$ cat src/itff_pkg.sv
package itff_pkg;

    // Field widths
    localparam int unsigned EX_W    = 8;
    localparam int unsigned LAP_W   = 10;
    localparam int unsigned SECS_W  = 17;
    localparam int unsigned LEN_W   = 16;
    localparam int unsigned COUNT_W = 9;
    localparam int unsigned CFG_IDX_W  = 2;
    localparam int unsigned CFG_DATA_W = 16;

    // Limits
    localparam logic [LAP_W-1:0]   LAP_MAX   = 10'd1023;
    localparam logic [COUNT_W-1:0] COUNT_MAX = 9'd256;

    // Configuration register indexes
    localparam logic [CFG_IDX_W-1:0] CFG_WORK   = 2'd0;
    localparam logic [CFG_IDX_W-1:0] CFG_REST   = 2'd1;
    localparam logic [CFG_IDX_W-1:0] CFG_COUNT  = 2'd2;
    localparam logic [CFG_IDX_W-1:0] CFG_REPEAT = 2'd3;

    // Controller states
    typedef enum logic [1:0] {
        ST_IDLE,
        ST_WALK,
        ST_DONE
    } t_itff_state;

    // Controller to datapath
    typedef struct packed {
        logic load;
        logic step;
        logic out_load;
    } t_itff_cmd;

    // Datapath to controller
    typedef struct packed {
        logic bypass;
        logic step_done;
    } t_itff_status;

endpackage

$ cat src/interval_timer_fast_forward.sv
// Requests with nothing to walk are passed through unchanged; otherwise the block
// walks forward one interval per step. A new request is accepted only in the idle
// state, after the previous result has gone to the result register; the walk
// advances one interval per cycle through a single step unit, up to about
// 65537 steps for the longest gap.
// Reset: synchronous, active low; clears the controller and the configuration
// registers to 0; position and result registers have no reset.
module interval_timer_fast_forward (
    input  logic                                  i_clk,
    input  logic                                  i_rst_n,
    input  logic                                  i_cfg_we,
    input  logic [itff_pkg::CFG_IDX_W-1:0]        i_cfg_index,
    input  logic [itff_pkg::CFG_DATA_W-1:0]       i_cfg_data,
    input  logic                                  i_in_valid,
    output logic                                  o_in_stall,
    input  logic                                  i_phase_in,
    input  logic [itff_pkg::EX_W-1:0]             i_exercise_in,
    input  logic [itff_pkg::LAP_W-1:0]            i_lap_in,
    input  logic signed [itff_pkg::SECS_W-1:0]    i_seconds_left,
    output logic                                  o_out_valid,
    input  logic                                  i_out_stall,
    output logic                                  o_phase_out,
    output logic [itff_pkg::EX_W-1:0]             o_exercise_out,
    output logic [itff_pkg::LAP_W-1:0]            o_lap_out,
    output logic signed [itff_pkg::SECS_W-1:0]    o_seconds_out,
    output logic                                  o_finished
);

    itff_pkg::t_itff_cmd    w_cmd;
    itff_pkg::t_itff_status w_status;

    // Sequence the walk
    itff_ctrl u_ctrl (
        .i_clk       (i_clk),
        .i_rst_n     (i_rst_n),
        .i_in_valid  (i_in_valid),
        .o_in_stall  (o_in_stall),
        .o_out_valid (o_out_valid),
        .i_out_stall (i_out_stall),
        .i_status    (w_status),
        .o_cmd       (w_cmd)
    );

    // Step through intervals
    itff_dp u_dp (
        .i_clk          (i_clk),
        .i_rst_n        (i_rst_n),
        .i_cfg_we       (i_cfg_we),
        .i_cfg_index    (i_cfg_index),
        .i_cfg_data     (i_cfg_data),
        .i_phase_in     (i_phase_in),
        .i_exercise_in  (i_exercise_in),
        .i_lap_in       (i_lap_in),
        .i_seconds_left (i_seconds_left),
        .i_cmd          (w_cmd),
        .o_status       (w_status),
        .o_phase_out    (o_phase_out),
        .o_exercise_out (o_exercise_out),
        .o_lap_out      (o_lap_out),
        .o_seconds_out  (o_seconds_out),
        .o_finished     (o_finished)
    );

endmodule

$ cat src/itff_ctrl.sv
module itff_ctrl (
    input  logic                  i_clk,
    input  logic                  i_rst_n,
    input  logic                  i_in_valid,
    output logic                  o_in_stall,
    output logic                  o_out_valid,
    input  logic                  i_out_stall,
    input  itff_pkg::t_itff_status i_status,
    output itff_pkg::t_itff_cmd   o_cmd
);

    itff_pkg::t_itff_state r_state, n_state;
    logic                  r_out_valid, n_out_valid;
    logic                  w_in_fire;
    logic                  w_out_free;

    assign w_in_fire  = i_in_valid && (r_state == itff_pkg::ST_IDLE);
    assign w_out_free = !r_out_valid || !i_out_stall;

    // State and output flag registers
    always_ff @(posedge i_clk) begin
        if (!i_rst_n) begin
            r_state     <= itff_pkg::ST_IDLE;
            r_out_valid <= 1'b0;
        end else begin
            r_state     <= n_state;
            r_out_valid <= n_out_valid;
        end
    end

    // Next state and commands
    always_comb begin
        n_state      = r_state;
        o_cmd        = '0;
        o_in_stall   = 1'b1;
        unique case (r_state)
            itff_pkg::ST_IDLE: begin
                o_in_stall = 1'b0;
                if (i_in_valid) begin
                    o_cmd.load = 1'b1;
                    n_state    = i_status.bypass ? itff_pkg::ST_DONE : itff_pkg::ST_WALK;
                end
            end
            itff_pkg::ST_WALK: begin
                o_cmd.step = 1'b1;
                if (i_status.step_done) begin
                    n_state = itff_pkg::ST_DONE;
                end
            end
            itff_pkg::ST_DONE: begin
                if (w_out_free) begin
                    o_cmd.out_load = 1'b1;
                    n_state        = itff_pkg::ST_IDLE;
                end
            end
            default: begin
                n_state = itff_pkg::ST_IDLE;
            end
        endcase
        // Hold result until taken
        if (o_cmd.out_load) begin
            n_out_valid = 1'b1;
        end else if (!i_out_stall) begin
            n_out_valid = 1'b0;
        end else begin
            n_out_valid = r_out_valid;
        end
    end

    assign o_out_valid = r_out_valid;

    // A walking request always starts stepping next cycle
    a_walk_after_load: assert property (@(posedge i_clk) disable iff (!i_rst_n)
        (w_in_fire && !i_status.bypass) |=> (r_state == itff_pkg::ST_WALK))
        else $error("walk did not start after accepted request");

    // Never overwrite a result that is still stalled
    a_no_overwrite: assert property (@(posedge i_clk) disable iff (!i_rst_n)
        o_cmd.out_load |-> (!r_out_valid || !i_out_stall))
        else $error("output overwritten while stalled");

    // Finished walk moves to handoff
    a_done_after_walk: assert property (@(posedge i_clk) disable iff (!i_rst_n)
        (r_state == itff_pkg::ST_WALK && i_status.step_done) |=>
            (r_state == itff_pkg::ST_DONE))
        else $error("walk end missed");

    // A new result appears in the cycle after a handoff
    a_valid_after_handoff: assert property (@(posedge i_clk) disable iff (!i_rst_n)
        o_cmd.out_load |=> r_out_valid)
        else $error("result not presented after handoff");

endmodule

$ cat src/itff_dp.sv
module itff_dp (
    input  logic                                  i_clk,
    input  logic                                  i_rst_n,
    // configuration
    input  logic                                  i_cfg_we,
    input  logic [itff_pkg::CFG_IDX_W-1:0]        i_cfg_index,
    input  logic [itff_pkg::CFG_DATA_W-1:0]       i_cfg_data,
    // request fields
    input  logic                                  i_phase_in,
    input  logic [itff_pkg::EX_W-1:0]             i_exercise_in,
    input  logic [itff_pkg::LAP_W-1:0]            i_lap_in,
    input  logic signed [itff_pkg::SECS_W-1:0]    i_seconds_left,
    // control
    input  itff_pkg::t_itff_cmd                   i_cmd,
    output itff_pkg::t_itff_status                o_status,
    // result fields
    output logic                                  o_phase_out,
    output logic [itff_pkg::EX_W-1:0]             o_exercise_out,
    output logic [itff_pkg::LAP_W-1:0]            o_lap_out,
    output logic signed [itff_pkg::SECS_W-1:0]    o_seconds_out,
    output logic                                  o_finished
);

    // Configuration registers
    logic [itff_pkg::LEN_W-1:0]   r_cfg_work;
    logic [itff_pkg::LEN_W-1:0]   r_cfg_rest;
    logic [itff_pkg::COUNT_W-1:0] r_cfg_count;
    logic [itff_pkg::LAP_W-1:0]   r_cfg_repeat;

    // Working position
    logic                               r_phase, n_phase;
    logic [itff_pkg::EX_W-1:0]          r_ex, n_ex;
    logic [itff_pkg::LAP_W-1:0]         r_lap, n_lap;
    logic [itff_pkg::SECS_W-1:0]        r_over, n_over;
    logic signed [itff_pkg::SECS_W-1:0] r_secs, n_secs;
    logic                               r_fin, n_fin;

    // Result register
    logic                               r_o_phase;
    logic [itff_pkg::EX_W-1:0]          r_o_ex;
    logic [itff_pkg::LAP_W-1:0]         r_o_lap;
    logic signed [itff_pkg::SECS_W-1:0] r_o_secs;
    logic                               r_o_fin;

    logic [itff_pkg::COUNT_W-1:0] w_count;
    logic [itff_pkg::SECS_W-1:0]  w_neg;
    logic                         w_secs_pos;
    logic [itff_pkg::COUNT_W-1:0] w_ex_inc;
    logic                         w_wrap;
    logic [itff_pkg::EX_W-1:0]    w_ex_next;
    logic [itff_pkg::LAP_W-1:0]   w_lap_next;
    logic                         w_last;
    logic                         w_fin_step;
    logic [itff_pkg::LEN_W-1:0]   w_len;
    logic [itff_pkg::SECS_W-1:0]  w_len_x;
    logic                         w_land;

    // Write configuration
    always_ff @(posedge i_clk) begin
        if (!i_rst_n) begin
            r_cfg_work   <= '0;
            r_cfg_rest   <= '0;
            r_cfg_count  <= '0;
            r_cfg_repeat <= '0;
        end else if (i_cfg_we) begin
            unique case (i_cfg_index)
                itff_pkg::CFG_WORK:   r_cfg_work   <= i_cfg_data;
                itff_pkg::CFG_REST:   r_cfg_rest   <= i_cfg_data;
                itff_pkg::CFG_COUNT:  r_cfg_count  <= i_cfg_data[itff_pkg::COUNT_W-1:0];
                itff_pkg::CFG_REPEAT: r_cfg_repeat <= i_cfg_data[itff_pkg::LAP_W-1:0];
                default: ;
            endcase
        end
    end

    // Clamp exercise count, decide pass-through
    assign w_count    = (r_cfg_count > itff_pkg::COUNT_MAX) ? itff_pkg::COUNT_MAX : r_cfg_count;
    assign w_secs_pos = !i_seconds_left[itff_pkg::SECS_W-1] && (i_seconds_left != '0);
    assign w_neg      = (~$unsigned(i_seconds_left)) + 17'd1;
    assign o_status.bypass = (r_cfg_work == '0) || (r_cfg_count == '0) || w_secs_pos;

    // Advance exercise with lap wrap
    assign w_ex_inc   = {1'b0, r_ex} + 9'd1;
    assign w_wrap     = (w_ex_inc >= w_count);
    assign w_ex_next  = w_wrap ? '0 : w_ex_inc[itff_pkg::EX_W-1:0];
    assign w_lap_next = (w_wrap && (r_lap != itff_pkg::LAP_MAX)) ? (r_lap + 10'd1) : r_lap;

    // Last work interval of the last lap
    assign w_last     = (r_cfg_repeat != '0) && (r_lap >= r_cfg_repeat) && w_wrap;
    assign w_fin_step = !r_phase && w_last;

    // Length of the interval entered by this step
    assign w_len   = (!r_phase && (r_cfg_rest != '0)) ? r_cfg_rest : r_cfg_work;
    assign w_len_x = {1'b0, w_len};
    assign w_land  = (r_over < w_len_x);

    assign o_status.step_done = w_fin_step || w_land;

    // Next working position
    always_comb begin
        n_phase = r_phase;
        n_ex    = r_ex;
        n_lap   = r_lap;
        n_over  = r_over;
        n_secs  = r_secs;
        n_fin   = r_fin;
        if (i_cmd.load) begin
            n_phase = i_phase_in;
            n_ex    = i_exercise_in;
            n_lap   = i_lap_in;
            n_over  = w_neg;
            n_secs  = i_seconds_left;
            n_fin   = 1'b0;
        end else if (i_cmd.step) begin
            if (w_fin_step) begin
                n_fin  = 1'b1;
                n_secs = '0;
            end else begin
                if (!r_phase && (r_cfg_rest != '0)) begin
                    n_phase = 1'b1;
                end else begin
                    n_phase = 1'b0;
                    n_ex    = w_ex_next;
                    n_lap   = w_lap_next;
                end
                if (w_land) begin
                    n_secs = $signed(w_len_x - r_over);
                end else begin
                    n_over = r_over - w_len_x;
                end
            end
        end
    end

    // Working registers
    always_ff @(posedge i_clk) begin
        r_phase <= n_phase;
        r_ex    <= n_ex;
        r_lap   <= n_lap;
        r_over  <= n_over;
        r_secs  <= n_secs;
        r_fin   <= n_fin;
    end

    // Result register
    always_ff @(posedge i_clk) begin
        if (i_cmd.out_load) begin
            r_o_phase <= r_phase;
            r_o_ex    <= r_ex;
            r_o_lap   <= r_lap;
            r_o_secs  <= r_secs;
            r_o_fin   <= r_fin;
        end
    end

    assign o_phase_out    = r_o_phase;
    assign o_exercise_out = r_o_ex;
    assign o_lap_out      = r_o_lap;
    assign o_seconds_out  = r_o_secs;
    assign o_finished     = r_o_fin;

endmodule

$ cat config.mk
export PLATFORM = sky130hd
export DESIGN_NAME = interval_timer_fast_forward
export DESIGN_NICKNAME = d
export VERILOG_FILES = /design/src/itff_pkg.sv /design/src/interval_timer_fast_forward.sv /design/src/itff_ctrl.sv /design/src/itff_dp.sv
export SDC_FILE = /design/constraint.sdc
export NUM_CORES = 1
export LEC_CHECK = 0
export BUFFER_PORTS_ARGS = -buffer_cell sky130_fd_sc_hd__buf_2
export CELL_PAD_IN_SITES_DETAIL_PLACEMENT = 1
export CELL_PAD_IN_SITES_GLOBAL_PLACEMENT = 1
export CORE_ASPECT_RATIO = 0.8
export CORE_MARGIN = 2
export CORE_UTILIZATION = 46
export DETAILED_ROUTE_END_ITERATION = 16
export PLACE_DENSITY_LB_ADDON = 0.1
export SYNTH_ARGS = -nofsm -noshare
export SYNTH_HDL_FRONTEND = slang
export SYNTH_SLANG_ARGS = --single-unit
$ cat constraint.sdc
create_clock -name i_clk -period 5.07 [get_ports i_clk]
set_clock_uncertainty 0.05 [all_clocks]
set_input_delay 1.014 -clock i_clk [delete_from_list [all_inputs] [get_ports i_clk]]
set_output_delay 1.014 -clock i_clk [all_outputs]
set_load 0.01 [all_outputs]
Word-level counts from Yosys, hierarchy flattened
Index checks and enable logic that the tools add are counted.

Input port bits: 59. Logic and storage cells: 112. Output and inout bits: 39. Register bits after elaboration: 145.

Muxes and demuxes: 37. Add/subtract/negate cells: 5. Bitwise gates (word level): 1. Order comparisons: 4. Reduce and logical (&&, ||, !) cells: 35. Eq/ne operators: 13.

Operator list (number): $mux 17 (8); $mux 10 (5); $mux 8 (5); $add 17x1->17 const B (1); $lt 17x16->1 (1); $not 17->17 (1); $reduce_bool 17->1 (1); $sub 16x17->17 (1); $sub 17x16->17 (1); $logic_not 16->1 (1); $mux 16 (1); $reduce_bool 16->1 (1); $reduce_and 2->1 (7); $mux 1 (12); $add 10x1->10 const B (1); $ge 10x10->1 (1); $ne 10x10->1 const B (1); $reduce_bool 10->1 (1); $add 8x1->9 const B (1); $ge 9x9->1 (1); $gt 9x9->1 const B (1); $logic_not 9->1 (1); $mux 9 (1); $reduce_and 3->1 (3); 13 further kinds (37).

Logic depth before layout (Yosys ltp)
Gate-level depths: netlist (run 1).

Word-level depth: 9. Mapped depth: 14.

Hierarchy
From an unflattened synthesis (run 1), not the netlist that was laid out.

Cell total of the unflattened synthesis: 895. Area, all modules: 8518.2 um^2.

Modules (own cells, without submodules): itff_dp (area each 8344.3 um^2, instances 1, cells an instance 875); itff_ctrl (area each 173.9 um^2, instances 1, cells an instance 20).

Least setup slack after synthesis (run 1)
OpenSTA, ideal clock, no wires.

Path kind: flip-flop to flip-flop. Start: register u_dp.r_cfg_rest[0] in the netlist's numbering. End: register u_dp.r_secs[0] in the netlist's numbering, enable pin. Setup slack: 0.505 ns. Arrival time: 4.100 ns. Buffers on the path: 2. Library setup time: 0.415 ns. Stages on the path, launching flop included: 13. Required time: 4.605 ns. Clock period less this slack: 4.565 ns. Cell sequence: dfxtp_1 -> nor4_1 -> a41oi_2 -> buf_6 -> mux2_2 -> ha_1 -> buf_6 -> a211o_1 -> a2111oi_2 -> o31a_1 -> o221a_2 -> a21oi_1 -> o21ai_0.

Longest elaborated chain between the ends: 6.

Ends and longest elaborated chain: start, declared (RTL line itff_dp.sv:26) `logic [itff_pkg::LEN_W-1:0] r_cfg_rest;`; start signal, assigned (RTL line itff_dp.sv:68) `itff_pkg::CFG_REST: r_cfg_rest <= i_cfg_data;`; $reduce_bool 16->1 (RTL line itff_dp.sv:93) `assign w_len = (!r_phase && (r_cfg_rest != '0)) ? r_cfg_rest : r_cfg_work;`; $logic_and 1x1->1 (RTL line itff_dp.sv:93); $mux 16 * (RTL line itff_dp.sv:93); $lt 17x16->1 * (RTL line itff_dp.sv:95) `assign w_land = (r_over < w_len_x);`; $reduce_bool 3->1 (no source line) *; $reduce_and 2->1 (no source line) *; end signal, assigned (RTL line itff_dp.sv:141) `r_secs <= n_secs;`; end, declared (RTL line itff_dp.sv:35) `logic signed [itff_pkg::SECS_W-1:0] r_secs, n_secs;`.

Every way passes the cells marked *; elsewhere a longest branch is shown, timed or not. A chain may end at the register's enable or synchronous reset.

Final worst setup path (run 1)
Start: register u_dp.r_cfg_rest[0] in the netlist's numbering. End: register u_dp.r_over[10] in the netlist's numbering, enable pin.

Longest elaborated chain between the ends: 6.

Ends and longest elaborated chain: $reduce_bool 16->1 (RTL line itff_dp.sv:93); $logic_and 1x1->1 (RTL line itff_dp.sv:93); $mux 16 * (RTL line itff_dp.sv:93); $lt 17x16->1 * (RTL line itff_dp.sv:95); $ne 2x2->1 (no source line) *; $reduce_and 3->1 (no source line) *; end signal, assigned (RTL line itff_dp.sv:140) `r_over <= n_over;`; end, declared (RTL line itff_dp.sv:34) `logic [itff_pkg::SECS_W-1:0] r_over, n_over;`.

Marks and branches as above.

==> metrics.txt, run 1 <==
# TYPE chip_impl_metric gauge
chip_impl_metric{name="share_seq_of_total_power",unit="%"} 40.6
chip_impl_metric{name="number_of_nets_produced_by_synthesis",unit=""} 1018
chip_impl_metric{name="irDropWorstVdd",unit="V"} 0.000232
chip_impl_metric{name="postSynthRegisterBits",unit=""} 145
chip_impl_info{name="result_of_the_run",value="complete, no violations"} 1
chip_impl_metric{name="finalSetupViolations",unit=""} 0
chip_impl_metric{name="antenna_cells_inserted",unit=""} 0
chip_impl_info{name="worst_setup_path_end_kind",value="register"} 1
chip_impl_metric{name="synth-warning-count",unit=""} 0
chip_impl_metric{name="start_util",unit="%"} 46.9
chip_impl_info{name="cp-start-kind",value="register"} 1
chip_impl_metric{name="min_period_over_period",unit="%"} 87.8
chip_impl_metric{name="yosysUniqueCellTypes",unit=""} 84
chip_impl_metric{name="fraction_of_layout_instances_using_a_drive_strength_above_1",unit="%"} 18.7
chip_impl_metric{name="sequential_cell_area_fraction_in_the_yosys_report",unit="%"} 44.6
chip_impl_metric{name="number_of_cell_rows",unit=""} 44
chip_impl_info{name="hold_path.class",value="register to register"} 1
chip_impl_metric{name="cts_buffer_depth",unit=""} 2
chip_impl_metric{name="slew_headroom",unit="%"} 35.8
chip_impl_metric{name="p_int",unit="mW"} 2.51
chip_impl_info{name="cp-startpoint",value="u_dp.r_cfg_rest[0]"} 1
chip_impl_info{name="worst_r2r_endpoint",value="u_dp.r_over[10]"} 1
chip_impl_metric{name="synthArstFlopShare",unit="%"} 0
chip_impl_metric{name="fmaxAchievable",unit="GHz"} 0.225
chip_impl_metric{name="clk_latency",unit="ns"} 0.43
chip_impl_metric{name="cts.clk_slew.worst_paths",unit="ns"} 0.06
chip_impl_metric{name="ant_nets",unit=""} 0
chip_impl_info{name="reg2reg_from",value="u_dp.r_cfg_rest[0]"} 1
chip_impl_info{name="tritoncts",value="built"} 1
chip_impl_metric{name="crit_path_max_fanout",unit=""} 17
chip_impl_info{name="cts_root_buf",value="sky130_fd_sc_hd__clkbuf_16"} 1
chip_impl_info{name="critPathTopFamily",value="simple AND/OR/NAND/NOR gates"} 1
chip_impl_metric{name="cell_area_synth",unit="um^2"} 8520
chip_impl_metric{name="first_global_vias",unit=""} 6809
chip_impl_info{name="mostFrequentLayoutCell",value="sky130_fd_sc_hd__nand2_1"} 1
chip_impl_metric{name="drt_iter0_drc",unit=""} 472
chip_impl_metric{name="worst_slew_pin_slew",unit="ns"} 0.962
chip_impl_metric{name="routed-via-count",unit=""} 6926
chip_impl_info{name="worst_hold_path.endpoint",value="u_dp.o_seconds_out[3]"} 1
chip_impl_metric{name="timing.reg2reg.worst_path_depth",unit=""} 10
chip_impl_metric{name="critical_path_buf_inv_count",unit=""} 1
chip_impl_metric{name="pwr_density_cell",unit="nW/um^2"} 391
chip_impl_info{name="critical_path.cell_chain",value="nor4_1 > a41oi_2 > buf_4 > mux2_2 > ha_1 > nand4_1 > or3_1 > o221a_2 > a211oi_2 > or2_1"} 1
chip_impl_metric{name="num_io_pins",unit=""} 98
chip_impl_metric{name="area_delta_synth_final",unit="%"} 13.7
chip_impl_metric{name="place_hpwl",unit="mm"} 18.6
chip_impl_metric{name="total_switching_power",unit="mW"} 1.28
chip_impl_metric{name="gr-usage-all-layers",unit="%"} 26.1
chip_impl_metric{name="post_cts_buffers",unit=""} 0
chip_impl_metric{name="floorplan.core_area",unit="um^2"} 18200
chip_impl_metric{name="routed_via_density",unit=""} 5.65
chip_impl_metric{name="average_size_of_a_mapped_cell",unit="um^2"} 9.45
chip_impl_metric{name="worst_slack",unit="ns"} 0.620
chip_impl_metric{name="regToRegSetupSlack",unit="ns"} 0.62
chip_impl_metric{name="grt_antenna_before_repair",unit=""} 0
chip_impl_metric{name="maximum_number_of_pins_on_one_net_before_global_route_repair",unit=""} 55
chip_impl_metric{name="drv_slew",unit=""} 0
chip_impl_metric{name="cts_inserted_buffers",unit=""} 17
chip_impl_metric{name="clock_tree.htree_level_count",unit=""} 4
chip_impl_metric{name="finalWorstPathRequiredPeriod",unit="ns"} 4.45
chip_impl_info{name="worstHoldStart",value="u_dp.r_secs[3]"} 1
chip_impl_metric{name="drt-pass1-iter-count",unit=""} 4
chip_impl_metric{name="power_frac_comb",unit="%"} 28.2
chip_impl_metric{name="required",unit="ns"} 5.08
chip_impl_metric{name="worst_hold_slack",unit="ns"} 0.369
chip_impl_metric{name="post-route-drc-count",unit=""} 0
chip_impl_metric{name="post_drt_wl_per_cell",unit="um"} 20.1
chip_impl_metric{name="worstPathArrival",unit="ns"} 4.46
chip_impl_metric{name="delay_of_the_slowest_cell_on_the_worst_path",unit="ns"} 0.63
chip_impl_metric{name="place_congestion",unit=""} 0.895
chip_impl_info{name="layout_common_cells",value="sky130_fd_sc_hd__nand2_1 (188), sky130_fd_sc_hd__buf_2 (97), sky130_fd_sc_hd__edfxtp_1 (90), sky130_fd_sc_hd__a21oi_1 (89)"} 1
chip_impl_metric{name="grt_first_pass_wirelength",unit="mm"} 39.0
chip_impl_metric{name="whs_path_depth",unit=""} 0
chip_impl_metric{name="cts_hold_buf",unit=""} 0
chip_impl_metric{name="p_sw_share",unit="%"} 33.8
chip_impl_info{name="crit_slowest_cell",value="sky130_fd_sc_hd__or2_1"} 1
chip_impl_metric{name="routed_wirelength",unit="mm"} 24.6
chip_impl_metric{name="p_clk_share",unit="%"} 31.2
chip_impl_metric{name="clkSinkCount",unit=""} 145
chip_impl_info{name="rsz_0062_raised_after_global_routing",value="false"} 1
chip_impl_metric{name="die_width",unit="um"} 156
chip_impl_metric{name="post_synth_inst_count",unit=""} 902
chip_impl_metric{name="ctsResizeCount",unit=""} 0
chip_impl_metric{name="synth_edf_count",unit=""} 90
chip_impl_metric{name="die_area",unit="um^2"} 19600
chip_impl_metric{name="finalNetCount",unit=""} 1100
chip_impl_metric{name="die_h",unit="um"} 126
chip_impl_metric{name="count_of_final_hold_check_violations",unit=""} 0
chip_impl_info{name="ys.flop_type",value="sky130_fd_sc_hd__edfxtp_1"} 1
chip_impl_metric{name="port_buffers",unit=""} 97
chip_impl_metric{name="total_neg_setup_slack",unit="ns"} 0
chip_impl_metric{name="power.leakage",unit="nW"} 3.74
chip_impl_metric{name="grt_overflow",unit=""} 0
chip_impl_metric{name="number_of_max_capacitance_violations_reported",unit=""} 0
chip_impl_metric{name="post_placement_setup_slack",unit="ns"} 0.576
chip_impl_info{name="setup.worst_path.class",value="register to register"} 1
[how the worst max path moves through the flow]
stage	to	slack, ns	depth (start not counted)
after floorplan	u_dp.r_secs[0]	0.51	12
after global placement	u_dp.r_over[14]	0.70	10
after detailed placement	u_dp.r_over[12]	0.58	10
after CTS	u_dp.r_over[16]	0.57	10
after global routing	u_dp.r_over[2]	0.28	10
final	u_dp.r_over[10]	0.62	10
[final cells by class]
class / count / area (um^2)
Clock inverter: 13 / 113
Tap cell: 230 / 288
Multi-Input combinational cell: 660 / 4300
Timing Repair Buffer: 106 / 553
Inverter: 54 / 203
Clock buffer: 18 / 429
Sequential cell: 145 / 3800
Fill cell: 2099 / 8480
[Yosys cell counts (3+ instances only)]
cell type,number,area (um^2)
sky130_fd_sc_hd__nand2_1,188,706
sky130_fd_sc_hd__buf_6,5,56.3
sky130_fd_sc_hd__nand4_1,4,25.0
sky130_fd_sc_hd__o21bai_1,3,22.5
sky130_fd_sc_hd__edfxtp_1,90,2700
sky130_fd_sc_hd__a21oi_1,90,450
sky130_fd_sc_hd__nand3_1,13,65.1
sky130_fd_sc_hd__inv_1,52,195
sky130_fd_sc_hd__or3_1,5,31.3
sky130_fd_sc_hd__a21o_1,8,60.1
sky130_fd_sc_hd__dfxtp_1,55,1100
sky130_fd_sc_hd__mux2_2,14,158
sky130_fd_sc_hd__buf_4,4,30.0
sky130_fd_sc_hd__a22o_1,3,26.3
sky130_fd_sc_hd__clkbuf_1,24,90.1
sky130_fd_sc_hd__nor2_1,36,135
sky130_fd_sc_hd__a31oi_1,3,18.8
sky130_fd_sc_hd__nand3b_1,3,22.5
sky130_fd_sc_hd__nand2b_1,9,56.3
sky130_fd_sc_hd__xor2_1,19,166
sky130_fd_sc_hd__o21a_1,11,82.6
sky130_fd_sc_hd__nor4_1,15,93.8
sky130_fd_sc_hd__mux2i_1,4,40.0
sky130_fd_sc_hd__o31ai_2,9,113
sky130_fd_sc_hd__o21ai_0,37,185
sky130_fd_sc_hd__o31a_1,4,35.0
sky130_fd_sc_hd__a211oi_1,4,30.0
sky130_fd_sc_hd__nor3_1,14,70.1
sky130_fd_sc_hd__nor3b_1,3,22.5
sky130_fd_sc_hd__buf_2,6,30.0
sky130_fd_sc_hd__o31ai_1,12,90.1
sky130_fd_sc_hd__and3_1,4,25.0
sky130_fd_sc_hd__nor2b_1,4,25.0
sky130_fd_sc_hd__xnor2_1,29,254
sky130_fd_sc_hd__ha_1,55,688
[cell families after synthesis]
kind of cell / Yosys count / share of synthesized area, %
adders and majority gates: 57 / 8.55
DFF: 145 / 44.6
AOI/OAI and AO/OA: 225 / 18.1
muxes: 18 / 2.32
xor gates and xnor gates: 48 / 4.93
and+or+nand+nor: 312 / 16.3
buffers and inverters: 97 / 5.12
[sequential cells by signal (all words and copies together), names as in the netlist, 9 cells and up]
signal,flops
u_dp.o_lap_out,10
u_dp.o_seconds_out,17
u_dp.r_cfg_count,9
u_dp.r_cfg_repeat,10
u_dp.r_cfg_rest,16
u_dp.r_cfg_work,16
u_dp.r_lap,10
u_dp.r_over,17
u_dp.r_secs,17
[layer usage]
| metal | track usage [%] | up-vias | part of all wire (%) |
|---|---|---|---|
| met5 | 0 | - | 0 |
| li1 | - | 3359 | - |
| met1 | 42.1 | 3357 | 53 |
| met3 | 5.16 | 13 | 6.0 |
| met4 | 4.86 | 0 | 0.67 |
| met2 | 35.8 | 197 | 40 |
[stage by stage]
stage / power (mW) / cells / cell area (um^2) / utilization, %
2_1_floorplan: 2.28 / 902 / 8520 / -
3_3_place_gp: 2.58 / 1195 / 9150 / 50.4
3_5_place_dp: 2.60 / 1195 / 9150 / 50.4
4_1_cts: 3.79 / 1226 / 9690 / 53.3
5_1_grt: 3.98 / 1226 / 9690 / 53.3
6_report: 3.79 / 1226 / 9690 / 53.3
[power by group through the flow]
stage	logic, mW	clock network [mW]	registers (mW)
floorplan	0.761	0	1.52
global placement	1.03	0	1.55
detailed placement	1.05	0	1.55
CTS	1.06	1.20	1.53
global route	1.18	1.25	1.55
finish	1.07	1.18	1.54
[worst register-to-register path: stages (launching register included)]
cell	delay [ns]
sky130_fd_sc_hd__dfxtp_1	0.33
sky130_fd_sc_hd__nor4_1	0.47
sky130_fd_sc_hd__a41oi_2	0.33
sky130_fd_sc_hd__buf_4	0.29
sky130_fd_sc_hd__mux2_2	0.30
sky130_fd_sc_hd__ha_1	0.48
sky130_fd_sc_hd__nand4_1	0.32
sky130_fd_sc_hd__or3_1	0.39
sky130_fd_sc_hd__o221a_2	0.29
sky130_fd_sc_hd__a211oi_2	0.19
sky130_fd_sc_hd__or2_1	0.63
(Power assumes the default switching activity.)
==> inputs of run 2 (changes only) <==
==> constraint.sdc (replaced) <==
create_clock -name i_clk -period 4.6 [get_ports i_clk]
set_clock_uncertainty 0.05 [all_clocks]
set_input_delay 0.92 -clock i_clk [delete_from_list [all_inputs] [get_ports i_clk]]
set_output_delay 0.92 -clock i_clk [all_outputs]
set_load 0.01 [all_outputs]
==> run 2 against run 1 <==
  * Sequential share of layout area decreased by 0.35 points
  * Clock power is 27% higher
  * Critical path type unchanged
  * Critical path depth up 2
==> metrics.txt, run 2 (synthesized netlist as in run 1, its figures left out) <==
# TYPE chip_impl_metric gauge
chip_impl_metric{name="fin_total_pwr",unit="mW"} 4.36
chip_impl_info{name="worst_setup_path_end_kind",value="register"} 1
chip_impl_metric{name="post_cts_buffers",unit=""} 0
chip_impl_info{name="hold_path.class",value="register to register"} 1
chip_impl_metric{name="antenna_cells_inserted",unit=""} 0
chip_impl_info{name="cts_root_buf",value="sky130_fd_sc_hd__clkbuf_16"} 1
chip_impl_metric{name="total_neg_setup_slack",unit="ns"} 0
chip_impl_metric{name="start_util",unit="%"} 46.9
chip_impl_metric{name="finalNetCount",unit=""} 1100
chip_impl_metric{name="clkSinkCount",unit=""} 145
chip_impl_metric{name="number_of_cell_rows",unit=""} 44
chip_impl_metric{name="slew_headroom",unit="%"} 20.6
chip_impl_metric{name="pwr_density_cell",unit="nW/um^2"} 446
chip_impl_metric{name="fraction_of_layout_instances_using_a_drive_strength_above_1",unit="%"} 18.9
chip_impl_metric{name="die_h",unit="um"} 126
chip_impl_metric{name="place_congestion",unit=""} 0.933
chip_impl_metric{name="die_width",unit="um"} 156
chip_impl_metric{name="ant_nets",unit=""} 0
chip_impl_metric{name="area_delta_synth_final",unit="%"} 14.7
chip_impl_info{name="tritoncts",value="built"} 1
chip_impl_metric{name="floorplan.core_area",unit="um^2"} 18200
chip_impl_metric{name="routed_via_density",unit=""} 5.67
chip_impl_metric{name="num_io_pins",unit=""} 98
chip_impl_info{name="setup.worst_path.class",value="register to register"} 1
chip_impl_metric{name="post_drt_wl_per_cell",unit="um"} 20.0
chip_impl_metric{name="min_period_over_period",unit="%"} 93.2
chip_impl_metric{name="drt-pass1-iter-count",unit=""} 4
chip_impl_metric{name="total_switching_power",unit="mW"} 1.42
chip_impl_info{name="cp-start-kind",value="register"} 1
chip_impl_metric{name="cts.clk_slew.worst_paths",unit="ns"} 0.07
chip_impl_metric{name="drt_iter0_drc",unit=""} 397
chip_impl_metric{name="worst_slew_pin_slew",unit="ns"} 1.19
chip_impl_metric{name="fmaxAchievable",unit="GHz"} 0.233
chip_impl_metric{name="routed-via-count",unit=""} 6961
chip_impl_metric{name="finalSetupViolations",unit=""} 0
chip_impl_metric{name="number_of_max_capacitance_violations_reported",unit=""} 0
chip_impl_metric{name="final_cells",unit=""} 1227
chip_impl_metric{name="crit_path_max_fanout",unit=""} 17
chip_impl_metric{name="filler_cell_count",unit=""} 2093
chip_impl_metric{name="grt_antenna_before_repair",unit=""} 0
chip_impl_metric{name="worstPathArrival",unit="ns"} 4.35
chip_impl_metric{name="die_area",unit="um^2"} 19600
chip_impl_info{name="layout_common_cells",value="sky130_fd_sc_hd__nand2_1 (188), sky130_fd_sc_hd__buf_2 (97), sky130_fd_sc_hd__edfxtp_1 (90), sky130_fd_sc_hd__a21oi_1 (89)"} 1
chip_impl_metric{name="clk_latency",unit="ns"} 0.42
chip_impl_metric{name="share_seq_of_total_power",unit="%"} 38.8
chip_impl_metric{name="cts_buffer_depth",unit=""} 2
chip_impl_metric{name="p_int",unit="mW"} 2.94
chip_impl_info{name="rsz_0062_raised_after_global_routing",value="false"} 1
chip_impl_metric{name="post-route-drc-count",unit=""} 0
chip_impl_metric{name="count_of_final_hold_check_violations",unit=""} 0
chip_impl_metric{name="grt_first_pass_wirelength",unit="mm"} 38.2
chip_impl_metric{name="finalWorstPathRequiredPeriod",unit="ns"} 4.29
chip_impl_metric{name="cts_inserted_buffers",unit=""} 17
chip_impl_info{name="mostFrequentLayoutCell",value="sky130_fd_sc_hd__nand2_1"} 1
chip_impl_metric{name="required",unit="ns"} 4.67
chip_impl_metric{name="power_frac_comb",unit="%"} 26.8
chip_impl_metric{name="post-place-cells",unit=""} 1195
chip_impl_metric{name="gr-usage-all-layers",unit="%"} 25.3
chip_impl_metric{name="place_hpwl",unit="mm"} 18.3
chip_impl_metric{name="grt_overflow",unit=""} 0
chip_impl_metric{name="ctsResizeCount",unit=""} 0
chip_impl_metric{name="routed_wirelength",unit="mm"} 24.5
chip_impl_metric{name="maximum_number_of_pins_on_one_net_before_global_route_repair",unit=""} 55
chip_impl_metric{name="power.leakage",unit="nW"} 3.78
chip_impl_metric{name="multi_input_area",unit="um^2"} 4300
chip_impl_metric{name="cts_hold_buf",unit=""} 0
chip_impl_metric{name="first_global_vias",unit=""} 6912
chip_impl_metric{name="p_sw_share",unit="%"} 32.6
chip_impl_metric{name="clock_tree.htree_level_count",unit=""} 4
chip_impl_metric{name="drv_slew",unit=""} 0
chip_impl_metric{name="p_clk_share",unit="%"} 34.4
chip_impl_metric{name="irDropWorstVdd",unit="V"} 0.000282
chip_impl_info{name="result_of_the_run",value="complete, no violations"} 1
chip_impl_metric{name="area.sequential",unit="um^2"} 3800
chip_impl_metric{name="port_buffers",unit=""} 97
[run 2: power by group through the flow]
stage               registers [mW]  clock network (mW)  logic (mW)
floorplan                     1.68                   0       0.838
global placement              1.71                   0        1.11
detailed placement            1.71                   0        1.15
CTS                           1.69                1.51        1.15
global route                  1.70                1.57        1.28
finish                        1.69                1.50        1.17
[run 2: area by class of cell]
class | instances | area share, %
Clock inverter | 14 | 2.05
Sequential cell | 145 | 38.9
Clock buffer | 18 | 4.39
Timing Repair Buffer | 106 | 5.66
Tap cell | 230 | 2.94
Multi-Input combinational cell | 660 | 44.0
Inverter | 54 | 2.07
[run 2: final timing paths]
check / start / end / slack [ns] / cells past startpoint
worst max register to register: u_dp.r_cfg_rest[11] / u_dp.r_over[14] / 0.31 / 12
worst min register to register: u_dp.r_secs[9] / u_dp.o_seconds_out[9] / 0.37 / 0
worst min-delay path: u_dp.r_secs[9] / u_dp.o_seconds_out[9] / 0.37 / 0
worst max-delay path: u_dp.r_cfg_rest[11] / u_dp.r_over[14] / 0.31 / 12
[run 2: metrics by stage]
stage | hold slack [ns] | utilization, % | instance area (um^2) | worst slack, ns
6_report | 0.369 | 53.8 | 9780 | 0.313
2_1_floorplan | 0.350 | - | 8520 | 0.0352
3_3_place_gp | 0.351 | 50.4 | 9150 | 0.460
5_1_grt | 0.376 | 53.8 | 9780 | 0.140
3_5_place_dp | 0.356 | 50.4 | 9150 | 0.347
4_1_cts | 0.371 | 53.8 | 9780 | 0.319
[run 2: per-layer routing]
layer	global-route usage (%)	wire (um)
met1	39.8	12900
met2	36.9	10200
met3	3.68	1240
met5	0	0
met4	5.34	223
[run 2: worst max-delay path: stages (launching register included)]
cell	delay, ns
sky130_fd_sc_hd__dfxtp_1	0.33
sky130_fd_sc_hd__nor4_1	0.45
sky130_fd_sc_hd__a41oi_2	0.39
sky130_fd_sc_hd__buf_4	0.31
sky130_fd_sc_hd__mux2_2	0.30
sky130_fd_sc_hd__ha_1	0.51
sky130_fd_sc_hd__and3_4	0.29
sky130_fd_sc_hd__nand2_1	0.09
sky130_fd_sc_hd__or3_1	0.37
sky130_fd_sc_hd__o221a_2	0.29
sky130_fd_sc_hd__a211oi_2	0.21
sky130_fd_sc_hd__or2_1	0.14
sky130_fd_sc_hd__buf_4	0.24
==> inputs of run 3 (changes only) <==
--- a/config.mk
+++ b/config.mk
@@ -13,6 +13,8 @@
 export CORE_UTILIZATION = 46
 export DETAILED_ROUTE_END_ITERATION = 16
 export PLACE_DENSITY_LB_ADDON = 0.1
+export SKIP_LAST_GASP = 1
 export SYNTH_ARGS = -nofsm -noshare
 export SYNTH_HDL_FRONTEND = slang
+export SYNTH_HIERARCHICAL = 1
 export SYNTH_SLANG_ARGS = --single-unit
==> run 3 against run 2 <==
  * Via count decreased by 0.14%
  * Maximum frequency increased by 1.4%
  * Sequential cell count unchanged
  * Critical path depth increased by 1
  * Worst hold slack got worse by 0.0011 ns
  * Combinational power about the same
  * Wire length increased by 4.6%
  * Count of clock-buffer cells in the layout decreased by 1
  * Highest routed layer unchanged
  * Design area increased by 0.45%
  * Utilization increased by 0.24 points
  * Total power decreased by 0.64%
  * Clock power decreased by 3%
==> metrics.txt, run 3 <==
# TYPE chip_impl_metric gauge
chip_impl_info{name="result_of_the_run",value="complete, no violations"} 1
chip_impl_info{name="cts_root_buf",value="sky130_fd_sc_hd__clkbuf_16"} 1
chip_impl_metric{name="finalSetupViolations",unit=""} 0
chip_impl_metric{name="die_width",unit="um"} 156
chip_impl_metric{name="post_synth_inst_count",unit=""} 895
chip_impl_metric{name="finalWorstPathRequiredPeriod",unit="ns"} 4.23
chip_impl_metric{name="drt_iter0_drc",unit=""} 515
chip_impl_metric{name="synth.top_cell.area_share",unit="%"} 31.7
chip_impl_info{name="synth_most_common_cell",value="sky130_fd_sc_hd__nand2_1"} 1
chip_impl_metric{name="drv_slew",unit=""} 0
chip_impl_metric{name="area_delta_synth_final",unit="%"} 15.3
chip_impl_metric{name="count_of_final_hold_check_violations",unit=""} 0
chip_impl_metric{name="routed_via_density",unit=""} 5.69
chip_impl_metric{name="place_congestion",unit=""} 0.959
chip_impl_metric{name="finalNetCount",unit=""} 1095
chip_impl_metric{name="min_period_over_period",unit="%"} 91.9
chip_impl_metric{name="grt_first_pass_wirelength",unit="mm"} 40.6
chip_impl_info{name="hold_path.class",value="register to register"} 1
chip_impl_metric{name="p_sw_share",unit="%"} 34.1
chip_impl_metric{name="sequential_cell_area_fraction_in_the_yosys_report",unit="%"} 44.7
chip_impl_metric{name="num_io_pins",unit=""} 98
chip_impl_metric{name="synthArstFlopShare",unit="%"} 0
chip_impl_metric{name="first_global_vias",unit=""} 7108
chip_impl_info{name="synth.cells.most_frequent",value="sky130_fd_sc_hd__nand2_1 (191), sky130_fd_sc_hd__edfxtp_1 (90), sky130_fd_sc_hd__dfxtp_1 (55), sky130_fd_sc_hd__ha_1 (55), sky130_fd_sc_hd__inv_1 (53)"} 1
chip_impl_info{name="tritoncts",value="built"} 1
chip_impl_metric{name="clock_tree.htree_level_count",unit=""} 4
chip_impl_info{name="layout_common_cells",value="sky130_fd_sc_hd__nand2_1 (191), sky130_fd_sc_hd__buf_2 (97), sky130_fd_sc_hd__edfxtp_1 (90), sky130_fd_sc_hd__dfxtp_1 (55), sky130_fd_sc_hd__ha_1 (55)"} 1
chip_impl_metric{name="crit_path_max_fanout",unit=""} 7
chip_impl_metric{name="yosysUniqueCellTypes",unit=""} 71
chip_impl_metric{name="start_util",unit="%"} 46.9
chip_impl_metric{name="power_frac_comb",unit="%"} 27.4
chip_impl_metric{name="ant_nets",unit=""} 0
chip_impl_metric{name="grt_antenna_before_repair",unit=""} 0
chip_impl_info{name="cp-start-kind",value="register"} 1
chip_impl_metric{name="fraction_of_layout_instances_using_a_drive_strength_above_1",unit="%"} 19.1
chip_impl_metric{name="share_seq_of_total_power",unit="%"} 39.1
chip_impl_metric{name="worst_slew_pin_slew",unit="ns"} 1.22
chip_impl_metric{name="post-place-cells",unit=""} 1188
chip_impl_metric{name="timing.reg2reg.worst_path_depth",unit=""} 13
chip_impl_metric{name="cts_inserted_buffers",unit=""} 17
chip_impl_metric{name="power.leakage",unit="nW"} 3.84
chip_impl_metric{name="number_of_max_capacitance_violations_reported",unit=""} 0
chip_impl_metric{name="synth_edf_count",unit=""} 90
chip_impl_metric{name="die_area",unit="um^2"} 19600
chip_impl_metric{name="port_buffers",unit=""} 97
chip_impl_metric{name="pwr_density_cell",unit="nW/um^2"} 441
chip_impl_metric{name="p_clk_share",unit="%"} 33.5
chip_impl_metric{name="fmaxAchievable",unit="GHz"} 0.236
chip_impl_metric{name="maximum_number_of_pins_on_one_net_before_global_route_repair",unit=""} 84
chip_impl_metric{name="synth-warning-count",unit=""} 6
chip_impl_metric{name="irDropWorstVdd",unit="V"} 0.000248
chip_impl_metric{name="number_of_cell_rows",unit=""} 44
chip_impl_metric{name="routed_wirelength",unit="mm"} 25.6
chip_impl_info{name="mostFrequentLayoutCell",value="sky130_fd_sc_hd__nand2_1"} 1
chip_impl_info{name="yosysTopAreaCell",value="sky130_fd_sc_hd__edfxtp_1"} 1
chip_impl_metric{name="number_of_nets_produced_by_synthesis",unit=""} 1011
chip_impl_metric{name="whs_path_depth",unit=""} 0
chip_impl_metric{name="post_drt_wl_per_cell",unit="um"} 21.0
chip_impl_metric{name="filler_cell_count",unit=""} 2066
chip_impl_metric{name="antenna_cells_inserted",unit=""} 0
chip_impl_metric{name="p_int",unit="mW"} 2.85
chip_impl_metric{name="post-route-drc-count",unit=""} 0
chip_impl_metric{name="cts.clk_slew.worst_paths",unit="ns"} 0.07
chip_impl_metric{name="place_hpwl",unit="mm"} 19.7
chip_impl_metric{name="clkSinkCount",unit=""} 145
chip_impl_metric{name="slew_headroom",unit="%"} 18.3
chip_impl_metric{name="gr-usage-all-layers",unit="%"} 27.1
chip_impl_info{name="worst_setup_path_end_kind",value="register"} 1
chip_impl_metric{name="grt_overflow",unit=""} 0
chip_impl_metric{name="routed-via-count",unit=""} 6951
chip_impl_metric{name="floorplan.core_area",unit="um^2"} 18200
chip_impl_metric{name="cts_hold_buf",unit=""} 0
chip_impl_metric{name="average_size_of_a_mapped_cell",unit="um^2"} 9.52
chip_impl_metric{name="worstPathArrival",unit="ns"} 4.33
chip_impl_metric{name="cell_area_synth",unit="um^2"} 8520
chip_impl_info{name="setup.worst_path.class",value="register to register"} 1
chip_impl_metric{name="final_cells",unit=""} 1222
chip_impl_metric{name="required",unit="ns"} 4.70
chip_impl_metric{name="total_neg_setup_slack",unit="ns"} 0
chip_impl_metric{name="postSynthRegisterBits",unit=""} 145
chip_impl_metric{name="clk_latency",unit="ns"} 0.43
chip_impl_info{name="rsz_0062_raised_after_global_routing",value="false"} 1
chip_impl_metric{name="drt-pass1-iter-count",unit=""} 5
chip_impl_metric{name="die_h",unit="um"} 126
chip_impl_info{name="ys.flop_type",value="sky130_fd_sc_hd__edfxtp_1"} 1
chip_impl_metric{name="cts_buffer_depth",unit=""} 2
chip_impl_metric{name="total_switching_power",unit="mW"} 1.48
chip_impl_info{name="most_area_consuming_cells_after_synthesis",value="sky130_fd_sc_hd__edfxtp_1 (32%), sky130_fd_sc_hd__dfxtp_1 (13%), sky130_fd_sc_hd__nand2_1 (8.4%)"} 1
==> run 3: changes by cell type after synthesis, moves of 4 or more <==
cell,delta
sky130_fd_sc_hd__nor3_1,-6
sky130_fd_sc_hd__a21o_1,+7
sky130_fd_sc_hd__buf_6,-4
sky130_fd_sc_hd__o21ai_0,+5
sky130_fd_sc_hd__a21boi_0,+49
sky130_fd_sc_hd__a21oi_1,-55
sky130_fd_sc_hd__nand3_1,+4
==> run 3: timing repair <==
| item | in CTS | in global routing |
|---|---|---|
| setup buffers | 0 | 2 |
| setup endpoints to repair | 0 | 34 |
| resized for setup | 0 | 1 |
==> run 3: cells by family after synthesis <==
group,count (synthesis),synth area share [%]
XOR/XNOR,49,5.04
multiplexers,21,2.72
flip-flops,145,44.7
AND/OR/NAND/NOR,312,16.5
buffers and inverters,97,4.66
adder cells (fa/ha/maj),57,8.55
AO/OA/AOI/OAI,214,17.8
==> run 3: worst paths after layout <==
check / from / endpoint / slack (ns)
hold / removal: u_dp/r_secs[0] / u_dp/o_seconds_out[0] / 0.37
setup / recovery: u_dp/r_cfg_rest[11] / u_dp/r_secs[14] / 0.37
hold reg to reg: u_dp/r_secs[0] / u_dp/o_seconds_out[0] / 0.37
setup reg to reg: u_dp/r_cfg_rest[11] / u_dp/r_secs[14] / 0.37
==> run 3: cell type report <==
cell class / instances / area (um^2) / share of cell area, %
sequential: 145 / 3800 / 38.7
tap: 230 / 288 / 2.93
inverter: 54 / 203 / 2.06
clock buffer: 17 / 425 / 4.33
timing repair buffer: 108 / 568 / 5.78
multi-input combinational: 653 / 4340 / 44.2
clock inverter: 15 / 189 / 1.92
==> run 3: worst max-delay path: stages, from the launching register on <==
cell	delay (ns)
sky130_fd_sc_hd__dfxtp_1	0.33
sky130_fd_sc_hd__nor4_1	0.49
sky130_fd_sc_hd__a41oi_2	0.20
sky130_fd_sc_hd__buf_4	0.21
sky130_fd_sc_hd__mux2_2	0.25
sky130_fd_sc_hd__inv_1	0.05
sky130_fd_sc_hd__ha_1	0.20
sky130_fd_sc_hd__fa_1	0.37
sky130_fd_sc_hd__and2b_1	0.26
sky130_fd_sc_hd__o31a_1	0.24
sky130_fd_sc_hd__o21ai_2	0.14
sky130_fd_sc_hd__or2_0	0.21
sky130_fd_sc_hd__a2111oi_0	0.83
sky130_fd_sc_hd__o31ai_1	0.12
==> run 3: stage by stage <==
| stage | cell area [um^2] | power [mW] | utilization, % | hold WS [ns] | setup slack, ns |
|---|---|---|---|---|---|
| 2_1_floorplan | 8520 | 2.47 | - | 0.350 | 0.0501 |
| 3_3_place_gp | 9190 | 2.82 | 50.6 | 0.360 | 0.410 |
| 3_5_place_dp | 9190 | 2.87 | 50.6 | 0.356 | 0.190 |
| 4_1_cts | 9800 | 4.34 | 54.0 | 0.368 | 0.163 |
| 5_1_grt | 9820 | 4.54 | 54.1 | 0.377 | 0.197 |
| 6_report | 9820 | 4.33 | 54.1 | 0.368 | 0.370 |
==> run 3: metal layers <==
layer | part of all wire (%) | GRT usage (%) | wire length [um]
met4 | 1.2 | 5.72 | 295
met5 | 0 | 0 | 0
met1 | 49 | 39.8 | 12600
met3 | 5.0 | 4.06 | 1280
met2 | 45 | 42.6 | 11500
==> run 3: power groups by stage <==
stage	Sequential (mW)	Clock [mW]	Combinational, mW
global route	1.71	1.53	1.30
CTS	1.69	1.48	1.17
detailed placement	1.72	0	1.15
finish	1.69	1.45	1.18
floorplan	1.68	0	0.790
global placement	1.71	0	1.12
